**src/design/mjst_pkg.sv**
```systemverilog
// ----------------------------------------------------------------------------
// Minimum-jerk servo trajectory package
// Shared widths and parameter defaults for the trajectory core.
// ----------------------------------------------------------------------------
package mjst_pkg;

  localparam int DEF_POSITION_BITS = 16;
  localparam int DEF_FRACTION_BITS = 16;
  localparam int STEP_BITS         = 16;

  typedef logic [STEP_BITS-1:0] step_t;

endpackage

```
**src/design/mjst_ser_mul.sv**
```systemverilog
// ----------------------------------------------------------------------------
// Bit-serial unsigned multiplier
// Shift-and-add multiplier that retires one multiplier bit per cycle.
// ----------------------------------------------------------------------------
module mjst_ser_mul
  import mjst_pkg::*;
#(
  parameter int A_W = DEF_FRACTION_BITS + 4,
  parameter int B_W = DEF_FRACTION_BITS + 1
) (
  input  logic             clk,
  input  logic             rst_n,
  input  logic             start,
  input  logic [A_W-1:0]   a,
  input  logic [B_W-1:0]   b,
  output logic             done,
  output logic [A_W+B_W-1:0] prod
);

  localparam int CntW = $clog2(B_W + 1);
  localparam int AccW = A_W + 1 + B_W;

  logic [A_W-1:0]  a_r;
  logic [AccW-1:0] acc_r;
  logic [CntW-1:0] cnt_r;
  logic            run_r;
  logic            done_r;
  logic [A_W:0]    hi_sum;

  assign hi_sum = acc_r[AccW-1:B_W] + (acc_r[0] ? {1'b0, a_r} : '0);

  always_ff @(posedge clk) begin
    if (!rst_n) begin
      run_r  <= 1'b0;
      done_r <= 1'b0;
      cnt_r  <= '0;
    end else begin
      done_r <= 1'b0;
      if (start) begin
        a_r   <= a;
        acc_r <= {{(A_W+1){1'b0}}, b};
        cnt_r <= '0;
        run_r <= 1'b1;
      end else if (run_r) begin
        acc_r <= {1'b0, hi_sum, acc_r[B_W-1:1]};
        cnt_r <= cnt_r + 1'b1;
        if (cnt_r == CntW'(B_W - 1)) begin
          run_r  <= 1'b0;
          done_r <= 1'b1;
        end
      end
    end
  end

  assign done = done_r;
  assign prod = acc_r[A_W+B_W-1:0];

endmodule

```
**src/design/minimum_jerk_servo_trajectory_core.sv**
```systemverilog
// ----------------------------------------------------------------------------
// Minimum-jerk servo trajectory core
// A tick that starts no blend step goes from S_IDLE straight to S_EMIT; a
// blended tick first runs one bit-serial divide (S_DIV) and four passes of
// the shared bit-serial multiplier (S_SQ, S_CUBE, S_BLEND, S_OFF). One tick
// is in work at a time; the next is taken once S_EMIT places the result
// beat in the output register. Synchronous reset clears the trajectory
// state, the move length and the output register.
// ----------------------------------------------------------------------------
module minimum_jerk_servo_trajectory_core
  import mjst_pkg::*;
#(
  parameter int POSITION_BITS = DEF_POSITION_BITS,
  parameter int FRACTION_BITS = DEF_FRACTION_BITS
) (
  input  logic                     clk,
  input  logic                     rst_n,
  input  logic                     cfg_wr_en,
  input  logic [STEP_BITS-1:0]     cfg_wr_data,
  input  logic                     in_valid,
  output logic                     in_stall,
  input  logic [POSITION_BITS-1:0] in_target,
  output logic                     out_valid,
  input  logic                     out_stall,
  output logic [POSITION_BITS-1:0] out_position,
  output logic                     out_moving
);

  localparam int P       = POSITION_BITS;
  localparam int F       = FRACTION_BITS;
  localparam int RemW    = STEP_BITS + 1;
  localparam int QW      = F + 4;
  localparam int MulAw   = (F + 4 > P) ? F + 4 : P;
  localparam int MulBw   = F + 1;
  localparam int ProdW   = MulAw + MulBw;
  localparam int PWideW  = ProdW - F;
  localparam int DivCntW = $clog2(F + 1);

  localparam logic [QW-1:0]     QBase    = QW'(10) << F;
  localparam logic [PWideW-1:0] PWideOne = PWideW'(1) << F;

  typedef enum logic [2:0] {
    S_IDLE,
    S_DIV,
    S_SQ,
    S_CUBE,
    S_BLEND,
    S_OFF,
    S_EMIT
  } state_t;

  state_t           state_r, state_nxt;
  step_t            move_steps_r, move_steps_nxt;
  logic [P-1:0]     start_r, start_nxt;
  logic [P-1:0]     goal_r, goal_nxt;
  logic [P-1:0]     pos_r, pos_nxt;
  step_t            k_r, k_nxt;
  step_t            total_r, total_nxt;
  logic             busy_r, busy_nxt;
  logic [RemW-1:0]  rem_r, rem_nxt;
  logic [DivCntW-1:0] cnt_r, cnt_nxt;
  logic [F-1:0]     s_r, s_nxt;
  logic [F-1:0]     s2_r, s2_nxt;
  logic [F-1:0]     s3_r, s3_nxt;
  logic [F:0]       p_r, p_nxt;
  logic             mul_go_r, mul_go_nxt;
  logic             out_valid_r, out_valid_nxt;
  logic [P-1:0]     out_position_r, out_position_nxt;
  logic             out_moving_r, out_moving_nxt;

  logic             start_mv;
  logic             eff_busy;
  logic [P-1:0]     eff_goal;
  logic [P-1:0]     eff_start;
  step_t            eff_total;
  step_t            eff_k;
  step_t            k_inc;
  logic [RemW-1:0]  rem2;
  logic             div_ge;
  logic [QW-1:0]    q;
  logic             up;
  logic [P-1:0]     delta;
  logic [PWideW-1:0] p_wide;
  logic [P-1:0]     off;
  logic [MulAw-1:0] mul_a;
  logic [MulBw-1:0] mul_b;
  logic             mul_done;
  logic [ProdW-1:0] mul_prod;

  mjst_ser_mul #(
    .A_W (MulAw),
    .B_W (MulBw)
  ) u_mul (
    .clk   (clk),
    .rst_n (rst_n),
    .start (mul_go_r),
    .a     (mul_a),
    .b     (mul_b),
    .done  (mul_done),
    .prod  (mul_prod)
  );

  assign start_mv  = !busy_r && (in_target != pos_r);
  assign eff_busy  = busy_r || start_mv;
  assign eff_goal  = start_mv ? in_target : goal_r;
  assign eff_start = start_mv ? pos_r : start_r;
  assign eff_total = start_mv ? move_steps_r : total_r;
  assign eff_k     = start_mv ? '0 : k_r;
  assign k_inc     = eff_k + 1'b1;

  assign rem2   = {rem_r[RemW-2:0], 1'b0};
  assign div_ge = rem2 >= {1'b0, total_r};

  assign q = QBase + (QW'(s2_r) << 2) + (QW'(s2_r) << 1) - (QW'(s_r) << 4) + QW'(s_r);

  assign up    = goal_r > start_r;
  assign delta = up ? (goal_r - start_r) : (start_r - goal_r);

  assign p_wide = mul_prod[ProdW-1:F];
  assign off    = mul_prod[F+P-1:F];

  always_comb begin
    mul_a = '0;
    mul_b = '0;
    unique case (state_r)
      S_SQ: begin
        mul_a = MulAw'(s_r);
        mul_b = MulBw'(s_r);
      end
      S_CUBE: begin
        mul_a = MulAw'(s2_r);
        mul_b = MulBw'(s_r);
      end
      S_BLEND: begin
        mul_a = MulAw'(q);
        mul_b = MulBw'(s3_r);
      end
      S_OFF: begin
        mul_a = MulAw'(delta);
        mul_b = p_r;
      end
      default: begin
        mul_a = '0;
        mul_b = '0;
      end
    endcase
  end

  always_comb begin
    state_nxt        = state_r;
    move_steps_nxt   = cfg_wr_en ? cfg_wr_data : move_steps_r;
    start_nxt        = start_r;
    goal_nxt         = goal_r;
    pos_nxt          = pos_r;
    k_nxt            = k_r;
    total_nxt        = total_r;
    busy_nxt         = busy_r;
    rem_nxt          = rem_r;
    cnt_nxt          = cnt_r;
    s_nxt            = s_r;
    s2_nxt           = s2_r;
    s3_nxt           = s3_r;
    p_nxt            = p_r;
    mul_go_nxt       = 1'b0;
    out_valid_nxt    = out_valid_r && out_stall;
    out_position_nxt = out_position_r;
    out_moving_nxt   = out_moving_r;

    unique case (state_r)
      S_IDLE: begin
        if (in_valid) begin
          start_nxt = eff_start;
          goal_nxt  = eff_goal;
          total_nxt = eff_total;
          state_nxt = S_EMIT;
          if (eff_busy) begin
            if (eff_total == '0) begin
              pos_nxt  = eff_goal;
              busy_nxt = 1'b0;
            end else if (k_inc >= eff_total) begin
              pos_nxt  = eff_goal;
              busy_nxt = 1'b0;
              k_nxt    = '0;
            end else begin
              busy_nxt  = 1'b1;
              k_nxt     = k_inc;
              rem_nxt   = {1'b0, k_inc};
              cnt_nxt   = '0;
              state_nxt = S_DIV;
            end
          end
        end
      end
      S_DIV: begin
        rem_nxt = div_ge ? (rem2 - {1'b0, total_r}) : rem2;
        s_nxt   = {s_r[F-2:0], div_ge};
        cnt_nxt = cnt_r + 1'b1;
        if (cnt_r == DivCntW'(F - 1)) begin
          state_nxt  = S_SQ;
          mul_go_nxt = 1'b1;
        end
      end
      S_SQ: begin
        if (mul_done) begin
          s2_nxt     = mul_prod[2*F-1:F];
          state_nxt  = S_CUBE;
          mul_go_nxt = 1'b1;
        end
      end
      S_CUBE: begin
        if (mul_done) begin
          s3_nxt     = mul_prod[2*F-1:F];
          state_nxt  = S_BLEND;
          mul_go_nxt = 1'b1;
        end
      end
      S_BLEND: begin
        if (mul_done) begin
          p_nxt      = (p_wide > PWideOne) ? PWideOne[F:0] : p_wide[F:0];
          state_nxt  = S_OFF;
          mul_go_nxt = 1'b1;
        end
      end
      S_OFF: begin
        if (mul_done) begin
          pos_nxt   = up ? (start_r + off) : (start_r - off);
          state_nxt = S_EMIT;
        end
      end
      S_EMIT: begin
        if (!out_valid_r || !out_stall) begin
          out_valid_nxt    = 1'b1;
          out_position_nxt = pos_r;
          out_moving_nxt   = busy_r;
          state_nxt        = S_IDLE;
        end
      end
      default: begin
        state_nxt = S_IDLE;
      end
    endcase
  end

  always_ff @(posedge clk) begin
    if (!rst_n) begin
      state_r        <= S_IDLE;
      move_steps_r   <= '0;
      start_r        <= '0;
      goal_r         <= '0;
      pos_r          <= '0;
      k_r            <= '0;
      total_r        <= '0;
      busy_r         <= 1'b0;
      cnt_r          <= '0;
      mul_go_r       <= 1'b0;
      out_valid_r    <= 1'b0;
      out_position_r <= '0;
      out_moving_r   <= 1'b0;
    end else begin
      state_r        <= state_nxt;
      move_steps_r   <= move_steps_nxt;
      start_r        <= start_nxt;
      goal_r         <= goal_nxt;
      pos_r          <= pos_nxt;
      k_r            <= k_nxt;
      total_r        <= total_nxt;
      busy_r         <= busy_nxt;
      cnt_r          <= cnt_nxt;
      mul_go_r       <= mul_go_nxt;
      out_valid_r    <= out_valid_nxt;
      out_position_r <= out_position_nxt;
      out_moving_r   <= out_moving_nxt;
    end
    rem_r  <= rem_nxt;
    s_r    <= s_nxt;
    s2_r   <= s2_nxt;
    s3_r   <= s3_nxt;
    p_r    <= p_nxt;
  end

  assign in_stall     = (state_r != S_IDLE);
  assign out_valid    = out_valid_r;
  assign out_position = out_position_r;
  assign out_moving   = out_moving_r;

`ifndef SYNTHESIS
  a_step_in_range: assert property (@(posedge clk) disable iff (!rst_n)
    (state_r == S_IDLE && busy_r) |-> (total_r != '0 && k_r < total_r))
    else $error("step index outside the latched move length");

  a_idle_index_clear: assert property (@(posedge clk) disable iff (!rst_n)
    !busy_r |-> (k_r == '0))
    else $error("step index not cleared while idle");

  a_mul_done_state: assert property (@(posedge clk) disable iff (!rst_n)
    mul_done |-> (state_r == S_SQ || state_r == S_CUBE || state_r == S_BLEND
                  || state_r == S_OFF))
    else $error("multiplier finished outside a multiply state");

  a_offset_bound: assert property (@(posedge clk) disable iff (!rst_n)
    (mul_done && state_r == S_OFF) |-> (off <= delta))
    else $error("offset exceeds the move distance");
`endif

endmodule

```
**config.mk**
```make
export PLATFORM = sky130hd
export DESIGN_NAME = minimum_jerk_servo_trajectory_core
export DESIGN_NICKNAME = d
export VERILOG_FILES = /design/src/design/mjst_pkg.sv /design/src/design/mjst_ser_mul.sv /design/src/design/minimum_jerk_servo_trajectory_core.sv
export SDC_FILE = /design/constraint.sdc
export NUM_CORES = 1
export LEC_CHECK = 0
export ABC_AREA = 1
export ABC_CLOCK_PERIOD_IN_PS = 6650
export BUFFER_PORTS_ARGS = -buffer_cell sky130_fd_sc_hd__buf_2
export CAP_MARGIN = 20
export CORE_UTILIZATION = 50
export CTS_CLUSTER_SIZE = 12
export DETAILED_ROUTE_END_ITERATION = 10
export GPL_ROUTABILITY_DRIVEN = 0
export GPL_TIMING_DRIVEN = 1
export PLACE_DENSITY_LB_ADDON = 0.25
export SYNTH_ARGS = -nofsm -noshare
export SYNTH_HDL_FRONTEND = slang
export SYNTH_SLANG_ARGS = --single-unit
export TNS_END_PERCENT = 30
```
**constraint.sdc**
```tcl
create_clock -name clk -period 6.65 [get_ports clk]
set_clock_uncertainty 0.05 [all_clocks]
set_input_delay 0.3325 -clock clk [delete_from_list [all_inputs] [get_ports clk]]
set_output_delay 0.3325 -clock clk [all_outputs]
set_load 0.005 [all_outputs]
```
==> results_dict.tcl, run 1 <==
set metrics [dict create \
    outcome "completed" \
    rows 69 \
    ys_ff_latch 269 \
    die_area_sq_mm 0.0367 \
    initial_core_util_pct 50.6 \
    hpwl_mm 36.9 \
    endpoint_kind "flip-flop" \
    max_freq_mhz 176 \
    tightest_slew_ps 968 \
    synthCells 2341 \
    largest_reg_flops 37 \
    cts_tree "yes" \
    numCtsBuffers 30 \
    period_share_pct 85.5 \
    drive_above_1_share_pct 6.94 \
    syn_to_final_growth_pct 10.0 \
    core_region_area_sq_mm 0.0355 \
    vias_per_cell 5.61 \
    routed_wl_mm 49.6 \
    ys_async_sr_fraction_pct 0 \
    pre_cts_ws_ps 981 \
    cts_max_level 1 \
    die_height_microns 191 \
    overflow 0 \
    grt_pass1_vias 14907 \
    max_flop_register "u_mul.acc_r" \
    slew_headroom_pct 35.4 \
    track_usage_pct 27.3 \
    syn_nets 2539 \
    cp.required_ps 6810 \
    hold_violations 0 \
    clkTransAtPathRegs_ps 60 \
    antenna_found_initial 0 \
    synth-edff-count 138 \
    via_count 16109 \
    first_pass_iters 8 \
    maxSlewViolCount 0 \
    start_kind "flip-flop" \
    wl_per_cell_microns 17.3 \
    timing.hold.ws_ps 11.7 \
    maxCapViolations 0 \
    postCtsSetupBuffers 0 \
    synth_area_per_cell_sq_um 7.67 \
    min_path_type "in2reg" \
    path_class "reg2reg" \
    grt_pass1_wl_mm 79.0 \
    path_max_fanout 19 \
    setup_viol 0 \
    clk_latency_ps 580 \
    portBuffers 55 \
    synth_area_sq_mm 0.0180 \
    yosys_most_used_dff "edfxtp_1" \
    min_period_ps 5680 \
    power_density_mw_per_mm2 473 \
    clock_path_buffers 3 \
    worst_slack_ps 965 \
    clockRootBuffer "clkbuf_16" \
    cts.sinks 269 \
    worstPathArrival_ps 5840 \
    grt_max_degree 90 \
    num_io_pins 56 \
    layout_commonest_cell "nand2_1" \
    seq_area_frac_synth_pct 37.7 \
    ys.warnings.count 0 \
    ant_nets 0 \
    num_antenna_cells 0 \
    synth_cell_types 61 \
    drtIter0Drc 1545 \
    final_cell_mix "nand2_1, inv_1, a21oi_1" \
    reg_top3 "u_mul.acc_r: 37 flops, u_mul.a_r: 20 flops, p_r: 17 flops" \
    rsz0062_at_grt "no" \
    nFillCells 3288 \
    post-route-drc-count 0 \
    die_x_microns 191 \
    cellLeakagePower_nw 8.99 \
    vdd_drop_max_uv 352 \
    fin_nets 2584 \
    final.setup.tns_ps 0 \
]
metrics by stage:
| step | util (%) | cells | total power, mW | cell area [sq um] |
|---|---|---|---|---|
| 2_1_floorplan | - | 2341 | 6.31 | 18000 |
| 3_3_place_gp | 52.4 | 2798 | 7.46 | 18600 |
| 3_5_place_dp | 52.4 | 2798 | 7.55 | 18600 |
| 4_1_cts | 55.7 | 2869 | 9.28 | 19800 |
| 5_1_grt | 55.7 | 2869 | 10.1 | 19800 |
| 6_report | 55.7 | 2869 | 9.35 | 19800 |
logic make-up (layout without fill, tap and decap cells):
| group | after synthesis | count (layout) | share of synthesized area, % |
|---|---|---|---|
| buf+inv | 424 | 491 | 9.34 |
| xor+xnor | 58 | 58 | 2.87 |
| compound gates | 531 | 531 | 16.3 |
| mux | 1 | 1 | 0.0558 |
| fa+ha+maj | 161 | 161 | 12.6 |
| flops | 269 | 269 | 37.7 |
| simple gates | 897 | 897 | 21.1 |
synth_stat cells, types with 5 or more instances:
| cell type | instances | area [sq um] |
|---|---|---|
| a21oi_1 | 231 | 1160 |
| o21a_1 | 11 | 82.6 |
| a21o_1 | 5 | 37.5 |
| o21ai_0 | 196 | 981 |
| o21bai_1 | 5 | 37.5 |
| nand4_1 | 13 | 81.3 |
| nand3_1 | 124 | 621 |
| a211oi_1 | 12 | 90.1 |
| o21ai_1 | 5 | 25.0 |
| xor2_1 | 43 | 377 |
| nor4_1 | 9 | 56.3 |
| dfxtp_1 | 131 | 2620 |
| xnor2_1 | 14 | 123 |
| a31oi_1 | 10 | 62.6 |
| nor2_1 | 188 | 706 |
| nor2_2 | 6 | 37.5 |
| fa_1 | 33 | 661 |
| a21boi_0 | 7 | 52.6 |
| edfxtp_1 | 138 | 4140 |
| nand2_4 | 5 | 56.3 |
| nor3_1 | 22 | 110 |
| nand3b_1 | 5 | 37.5 |
| inv_2 | 9 | 33.8 |
| o211ai_1 | 8 | 60.1 |
| a22oi_1 | 11 | 82.6 |
| ha_1 | 128 | 1600 |
| clkbuf_1 | 59 | 221 |
| nand2_1 | 504 | 1890 |
| inv_1 | 337 | 1260 |
| or2_2 | 11 | 68.8 |
| buf_6 | 5 | 56.3 |
| a221oi_1 | 10 | 87.6 |
metal layers:
layer	vias up	wire [microns]	global-route usage, %
li1	7835	-	-
met1	7509	21900	38.1
met2	654	22100	42.7
met3	111	4000	4.72
met4	0	1540	9.13
met5	-	0	0
critical path: stages (launching register included):
cell and delay (ps):
dfxtp_1 390, inv_2 50, nand2_1 50, nand2_1 50, nor2_1 150, nand2_1 130
nor2_2 190, nand2_4 180, nand2_8 180, inv_2 190, nor2_1 300, ha_1 300
inv_1 80, nor2_1 210, nand2_1 110, nor2_1 130, nand2_1 80, xor2_1 250
ha_1 300, nand4_1 100, a21oi_1 50, nor3_1 140, nand3_1 90, a31oi_1 530
nand2_4 130, nor2_8 290, nor2_4 70, inv_1 520
where the power goes:
part / internal (mW) / switching, mW
sequential: 2.05 / 0.227
clock: 0.983 / 0.697
combinational: 1.83 / 3.56
what timing repair did:
action,CTS,global route
hold buffers,17,0
endpoints found under the hold margin,17,0
resized for setup,0,0
area by class of cell:
class | instances | area (sq um) | area share [%]
clock buffers | 43 | 872 | 4.42
clock inverters | 11 | 109 | 0.551
repair buffers | 88 | 566 | 2.86
flip-flops and latches | 269 | 6770 | 34.3
inverters | 349 | 1310 | 6.63
multi-input cells | 1648 | 9550 | 48.4
well taps | 461 | 577 | 2.92
final timing paths:
check | cells after the start | slack, ps | startpoint | endpoint
setup / recovery | 27 | 970 | pos_r[10] | rem_r[8]
hold / removal | 3 | 10 | in_target[9] | goal_r[9]
setup reg to reg | 27 | 970 | pos_r[10] | rem_r[8]
hold reg to reg | 2 | 410 | cnt_r[4] | cnt_r[4]
(Power assumes the default switching activity.)
==> run 2, diff against run 1 <==
--- a/config.mk
+++ b/config.mk
@@ -9,6 +9,7 @@
 export ABC_CLOCK_PERIOD_IN_PS = 6650
 export BUFFER_PORTS_ARGS = -buffer_cell sky130_fd_sc_hd__buf_2
 export CAP_MARGIN = 20
+export CORE_MARGIN = 2
 export CORE_UTILIZATION = 50
 export CTS_CLUSTER_SIZE = 12
 export DETAILED_ROUTE_END_ITERATION = 10
==> run 2 against run 1 <==
Against the previous run:
- final cell count grew 0.10%
- sequential cell count is the same
- maximum frequency shrank 3.4%
- sequential share of layout area is essentially flat
- combinational power is essentially flat
- critical path depth grew 2
- power grew 0.33%
- global-route usage shrank 1.1 points
- non-clock buffer count grew 1
- utilization grew 0.081 points
- final area grew 0.15%
- via count shrank 0.97%
==> results_dict.tcl, run 2 (synthesis gave the netlist of run 1 again) <==
set metrics [dict create \
    outcome "completed" \
    drive_above_1_share_pct 7.09 \
    ctsResizeCount 0 \
    core_region_area_sq_mm 0.0355 \
    tightest_slew_ps 963 \
    numCtsBuffers 31 \
    die_area_sq_mm 0.0374 \
    ant_nets 0 \
    cts.sinks 269 \
    drtIter0Drc 1421 \
    post-route-drc-count 0 \
    final_cell_mix "nand2_1, inv_1, a21oi_1" \
    grt_pass1_vias 15223 \
    final.setup.tns_ps 0 \
    cellLeakagePower_nw 9.02 \
    wl_per_cell_microns 17.3 \
    cp_common_cell "nand2_1" \
    power_density_mw_per_mm2 474 \
    first_pass_iters 5 \
    maxCapViolations 0 \
    wl_met3_mm 3.87 \
    cts_tree "yes" \
    endpoint_kind "flip-flop" \
    routed_wl_mm 49.7 \
    syn_to_final_growth_pct 10.2 \
    min_period_ps 5880 \
    p_switching_mw 4.49 \
    period_share_pct 88.5 \
    cp.required_ps 6790 \
    largest_reg_flops 37 \
    path_class "in2reg" \
    internal_power_mw 4.89 \
    path_delay_family "simple AND/OR/NAND/NOR gates" \
    die_x_microns 193 \
    die_height_microns 193 \
    rows 69 \
    setup_viol 0 \
    min_path_type "in2reg" \
    path_max_fanout 63 \
    hpwl_mm 37.1 \
    start_kind "input port" \
    timing.hold.ws_ps 12.9 \
    rsz0062_at_grt "no" \
    max_flop_register "u_mul.acc_r" \
    num_antenna_cells 0 \
    cts_max_level 1 \
    combPwrFrac_pct 57.6 \
    clkTransAtPathRegs_ps 60 \
    clk_latency_ps 570 \
    seq_power_share_pct 24.2 \
    hold_violations 0 \
    wl_met1_mm 22.0 \
    switching_share_pct 47.9 \
    grt_pass1_wl_mm 80.2 \
    vias_per_cell 5.55 \
    slew_headroom_pct 35.7 \
    max_freq_mhz 170 \
    met2WireLength_mm 22.5 \
    clock_power_share_pct 18.2 \
    maxSlewViolCount 0 \
    overflow 0 \
    slowest_stage "a31oi_1" \
    reg_top3 "u_mul.acc_r: 37 flops, u_mul.a_r: 20 flops, p_r: 17 flops" \
    portBuffers 55 \
    fin_nets 2586 \
    grt_max_degree 80 \
    critPathBufInv 6 \
    worstPathArrival_ps 6020 \
    initial_core_util_pct 50.6 \
    layout_commonest_cell "nand2_1" \
    antenna_found_initial 0 \
    track_usage_pct 26.2 \
    vdd_drop_max_uv 318 \
    routed.top_layer "met4" \
    via_count 15953 \
    clockRootBuffer "clkbuf_16" \
    num_io_pins 56 \
    clock_path_buffers 3 \
    slowest_delay_ps 600 \
]
-- run 2: changes by cell type in the layout (fill, tap and decap cells not counted) --
cell           change
clkbuf_2           +1
clkinv_2           +4
dlygate4sd3_1      +1
clkbuf_1           -2
bufinv_16          +1
clkinvlp_4         -1
inv_4              +1
clkbuf_8           -2
-- run 2: power by group through the flow --
stage	combinational, mW	sequential, mW	clock [mW]
6_report	5.40	2.27	1.71
5_1_grt	6.11	2.31	1.80
4_1_cts	5.32	2.27	1.73
3_5_place_dp	5.27	2.30	0
3_3_place_gp	5.17	2.29	0
2_1_floorplan	4.09	2.22	0
-- run 2: repair_timing --
item	4_1_cts	5_1_grt
hold buffers	18	0
hold endpoints to repair	18	0
setup buffers	0	0
endpoints found under the setup margin	0	0
-- run 2: routing by layer --
layer	track usage [%]	vias to the layer above
met5	0	-
met4	7.32	0
met3	3.87	92
met2	41.9	598
met1	36.9	7411
li1	-	7852
-- run 2: worst reg2reg max path: stages, from the launching register on --
cell	delay, ps
dfxtp_1	410
inv_2	60
nand2_1	60
nand2_1	40
nor2_1	160
nand2_1	120
nor2_2	190
nand2_4	170
nand2_8	350
inv_2	250
nor2_1	310
ha_1	300
inv_1	80
nor2_1	210
nand2_1	110
nor2_1	150
nand2_1	90
xor2_1	240
ha_1	300
nand4_1	110
a21oi_1	60
nor3_1	130
nand3_1	90
a31oi_1	600
nand2_4	130
nor2_8	130
nor2_4	50
inv_1	500
-- run 2: cell type report --
class | instances | area, sq um
clock buffers | 40 | 842
clock inverters | 16 | 158
fillers | 3279 | 15700
inverters | 349 | 1310
multi-input cells | 1648 | 9550
flip-flops and latches | 269 | 6770
well taps | 461 | 577
repair buffers | 89 | 576
-- run 2: metrics by stage --
| stage | setup slack, ps | area, sq um | total power [mW] | std cells | util [%] |
|---|---|---|---|---|---|
| 2_1_floorplan | 2200 | 18000 | 6.31 | 2341 | - |
| 3_3_place_gp | 1060 | 18600 | 7.46 | 2798 | 52.4 |
| 3_5_place_dp | 810 | 18600 | 7.57 | 2798 | 52.4 |
| 4_1_cts | 829 | 19800 | 9.32 | 2872 | 55.7 |
| 5_1_grt | 325 | 19800 | 10.2 | 2872 | 55.7 |
| 6_report | 768 | 19800 | 9.38 | 2872 | 55.7 |
-- run 2: final timing paths --
kind	start	end	slack, ps	cells past startpoint
min reg2reg	k_r[1]	k_r[1]	420	2
min	in_target[9]	goal_r[9]	10	3
max reg2reg	pos_r[10]	rem_r[6]	800	27
max	in_target[10]	rem_r[6]	770	29
==> run 3, diff against run 2 <==
--- a/config.mk
+++ b/config.mk
@@ -7,12 +7,12 @@
 export LEC_CHECK = 0
 export ABC_AREA = 1
 export ABC_CLOCK_PERIOD_IN_PS = 6650
-export BUFFER_PORTS_ARGS = -buffer_cell sky130_fd_sc_hd__buf_2
 export CAP_MARGIN = 20
 export CORE_MARGIN = 2
 export CORE_UTILIZATION = 50
 export CTS_CLUSTER_SIZE = 12
 export DETAILED_ROUTE_END_ITERATION = 10
+export DONT_BUFFER_PORTS = 1
 export GPL_ROUTABILITY_DRIVEN = 0
 export GPL_TIMING_DRIVEN = 1
 export PLACE_DENSITY_LB_ADDON = 0.25
==> run 3 against run 2 <==
Against the previous run:
- maximum frequency up 1.4%
- sequential share of layout area down 0.11 points
- setup slack better by 80 ps
- critical path depth down 2
- first-iteration DRC count down 1.3%
- sequential power about the same
- via count up 0.26%
- largest power group unchanged
==> results_dict.tcl, run 3 (synthesis gave the netlist of run 1 again) <==
set metrics [dict create \
    rr_endpoint "rem_r[3]" \
    grt_max_degree 80 \
    path_delay_family "simple AND/OR/NAND/NOR gates" \
    outcome "completed" \
    cp_common_cell "nand2_1" \
    worstPathArrival_ps 5990 \
    rsz0062_at_grt "no" \
    period_share_pct 87.2 \
    hold_violations 0 \
    timing.hold.ws_ps 47.7 \
    final_cell_mix "nand2_1, inv_1, a21oi_1" \
    die_area_sq_mm 0.0374 \
    power_density_mw_per_mm2 474 \
    min_path_type "in2reg" \
    die_height_microns 193 \
    cts_max_level 1 \
    final_area_sq_mm 0.0198 \
    drtIter0Drc 1402 \
    setup_viol 0 \
    overflow 0 \
    path_class "reg2reg" \
    slowest_stage "a31oi_1" \
    critPathBufInv 4 \
    rows 69 \
    post-route-drc-count 0 \
    grt_pass1_vias 15420 \
    vias_per_cell 5.62 \
    portBuffers 0 \
    slowest_delay_ps 550 \
    cp.required_ps 6830 \
    fin_nets 2562 \
    clk_latency_ps 590 \
    cp-startpoint "pos_r[10]" \
    nFillCells 3273 \
    wl_per_cell_microns 17.8 \
    via_count 15995 \
    clockRootBuffer "clkbuf_16" \
    maxSlewViolCount 0 \
    largest_reg_flops 37 \
    antenna_found_initial 0 \
    min_period_ps 5800 \
    maxCapViolations 0 \
    cts.sinks 269 \
    die_x_microns 193 \
    hpwl_mm 36.7 \
    num_antenna_cells 0 \
    drive_above_1_share_pct 4.73 \
    postCtsSetupBuffers 0 \
    grt_pass1_wl_mm 81.0 \
    numCtsBuffers 31 \
    routed_wl_mm 50.6 \
    syn_to_final_growth_pct 10.5 \
    vdd_drop_max_uv 295 \
    initial_core_util_pct 50.6 \
    max_freq_mhz 172 \
    crit_cells 27 \
    reg2reg_slack_ps 850 \
    place_area_sq_mm 0.0183 \
    start_kind "flip-flop" \
    ant_nets 0 \
    layout_commonest_cell "nand2_1" \
    cp-endpoint "rem_r[3]" \
    clkTransAtPathRegs_ps 60 \
    track_usage_pct 26.6 \
    cellLeakagePower_nw 8.92 \
    first_pass_iters 5 \
    clock_path_buffers 3 \
    cts_tree "yes" \
    path_max_fanout 19 \
    final.setup.tns_ps 0 \
    core_region_area_sq_mm 0.0355 \
    max_flop_register "u_mul.acc_r" \
    reg_top3 "u_mul.acc_r: 37 flops, u_mul.a_r: 20 flops, p_r: 17 flops" \
    tightest_slew_ps 940 \
    slew_headroom_pct 37.3 \
    reg2reg_depth 27 \
    num_io_pins 56 \
    endpoint_kind "flip-flop" \
    reg2reg_from "pos_r[10]" \
]
-- run 3: cell types whose count changed in the layout (fill, tap and decap cells not counted), sizes merged --
cell / delta
clkinv: -4
clkbuf: +1
inv: +1
dlygate4sd3: +31
clkinvlp: +2
buf: -55
-- run 3: worst min path at each step --
stage | startpoint | end | slack, ps | cells after the start
5_1_grt | in_target[13] | pos_r[13] | 70 | 4
3_3_place_gp | cnt_r[4] | cnt_r[4] | 400 | 2
4_1_cts | in_target[13] | pos_r[13] | 20 | 4
6_report | in_target[13] | pos_r[13] | 50 | 4
2_1_floorplan | cnt_r[4] | cnt_r[4] | 390 | 2
3_5_place_dp | k_r[0] | k_r[0] | 410 | 2
-- run 3: timing repair --
action / CTS / global route
hold buffers: 50 / 0
gates resized for setup: 0 / 0
endpoints found under the hold margin: 92 / 0
-- run 3: final cells by class --
| cell class | instances | area, sq um | area share (%) |
|---|---|---|---|
| Clock buffer | 41 | 843 | 4.25 |
| Clock inverter | 15 | 164 | 0.826 |
| Inverter | 349 | 1310 | 6.60 |
| Multi-Input combinational cell | 1648 | 9550 | 48.1 |
| Sequential cell | 269 | 6770 | 34.1 |
| Tap cell | 461 | 577 | 2.91 |
| Timing Repair Buffer | 65 | 631 | 3.18 |
-- run 3: report_power, final --
part	switching [mW]	leakage, nW	internal [mW]	total, mW
logic	3.57	6.09	1.84	5.41
registers	0.230	2.34	2.05	2.28
clock network	0.718	0.487	1.00	1.72
-- run 3: metrics by stage --
stage,setup slack (ps),cells,total power [mW],utilization [%]
2_1_floorplan,2200,2341,6.31,-
3_3_place_gp,1280,2742,7.43,51.6
3_5_place_dp,988,2742,7.53,51.6
4_1_cts,976,2848,9.32,55.9
5_1_grt,307,2848,10.1,55.9
6_report,848,2848,9.40,55.9
-- run 3: worst min-delay path: cells and delay by family --
kind             cells  cell delay (ps)
AND/OR/NAND/NOR      2              140
AO/OA/AOI/OAI        2              170
-- run 3: metal layers --
layer  vias to the layer above  routed length [microns]  track usage, %
met1                      7432                    22200            36.4
met3                       132                     4000            4.93
li1                       7802                        -               -
met2                       629                    22200            42.0
met5                         -                        0               0
met4                         0                     2110            10.2
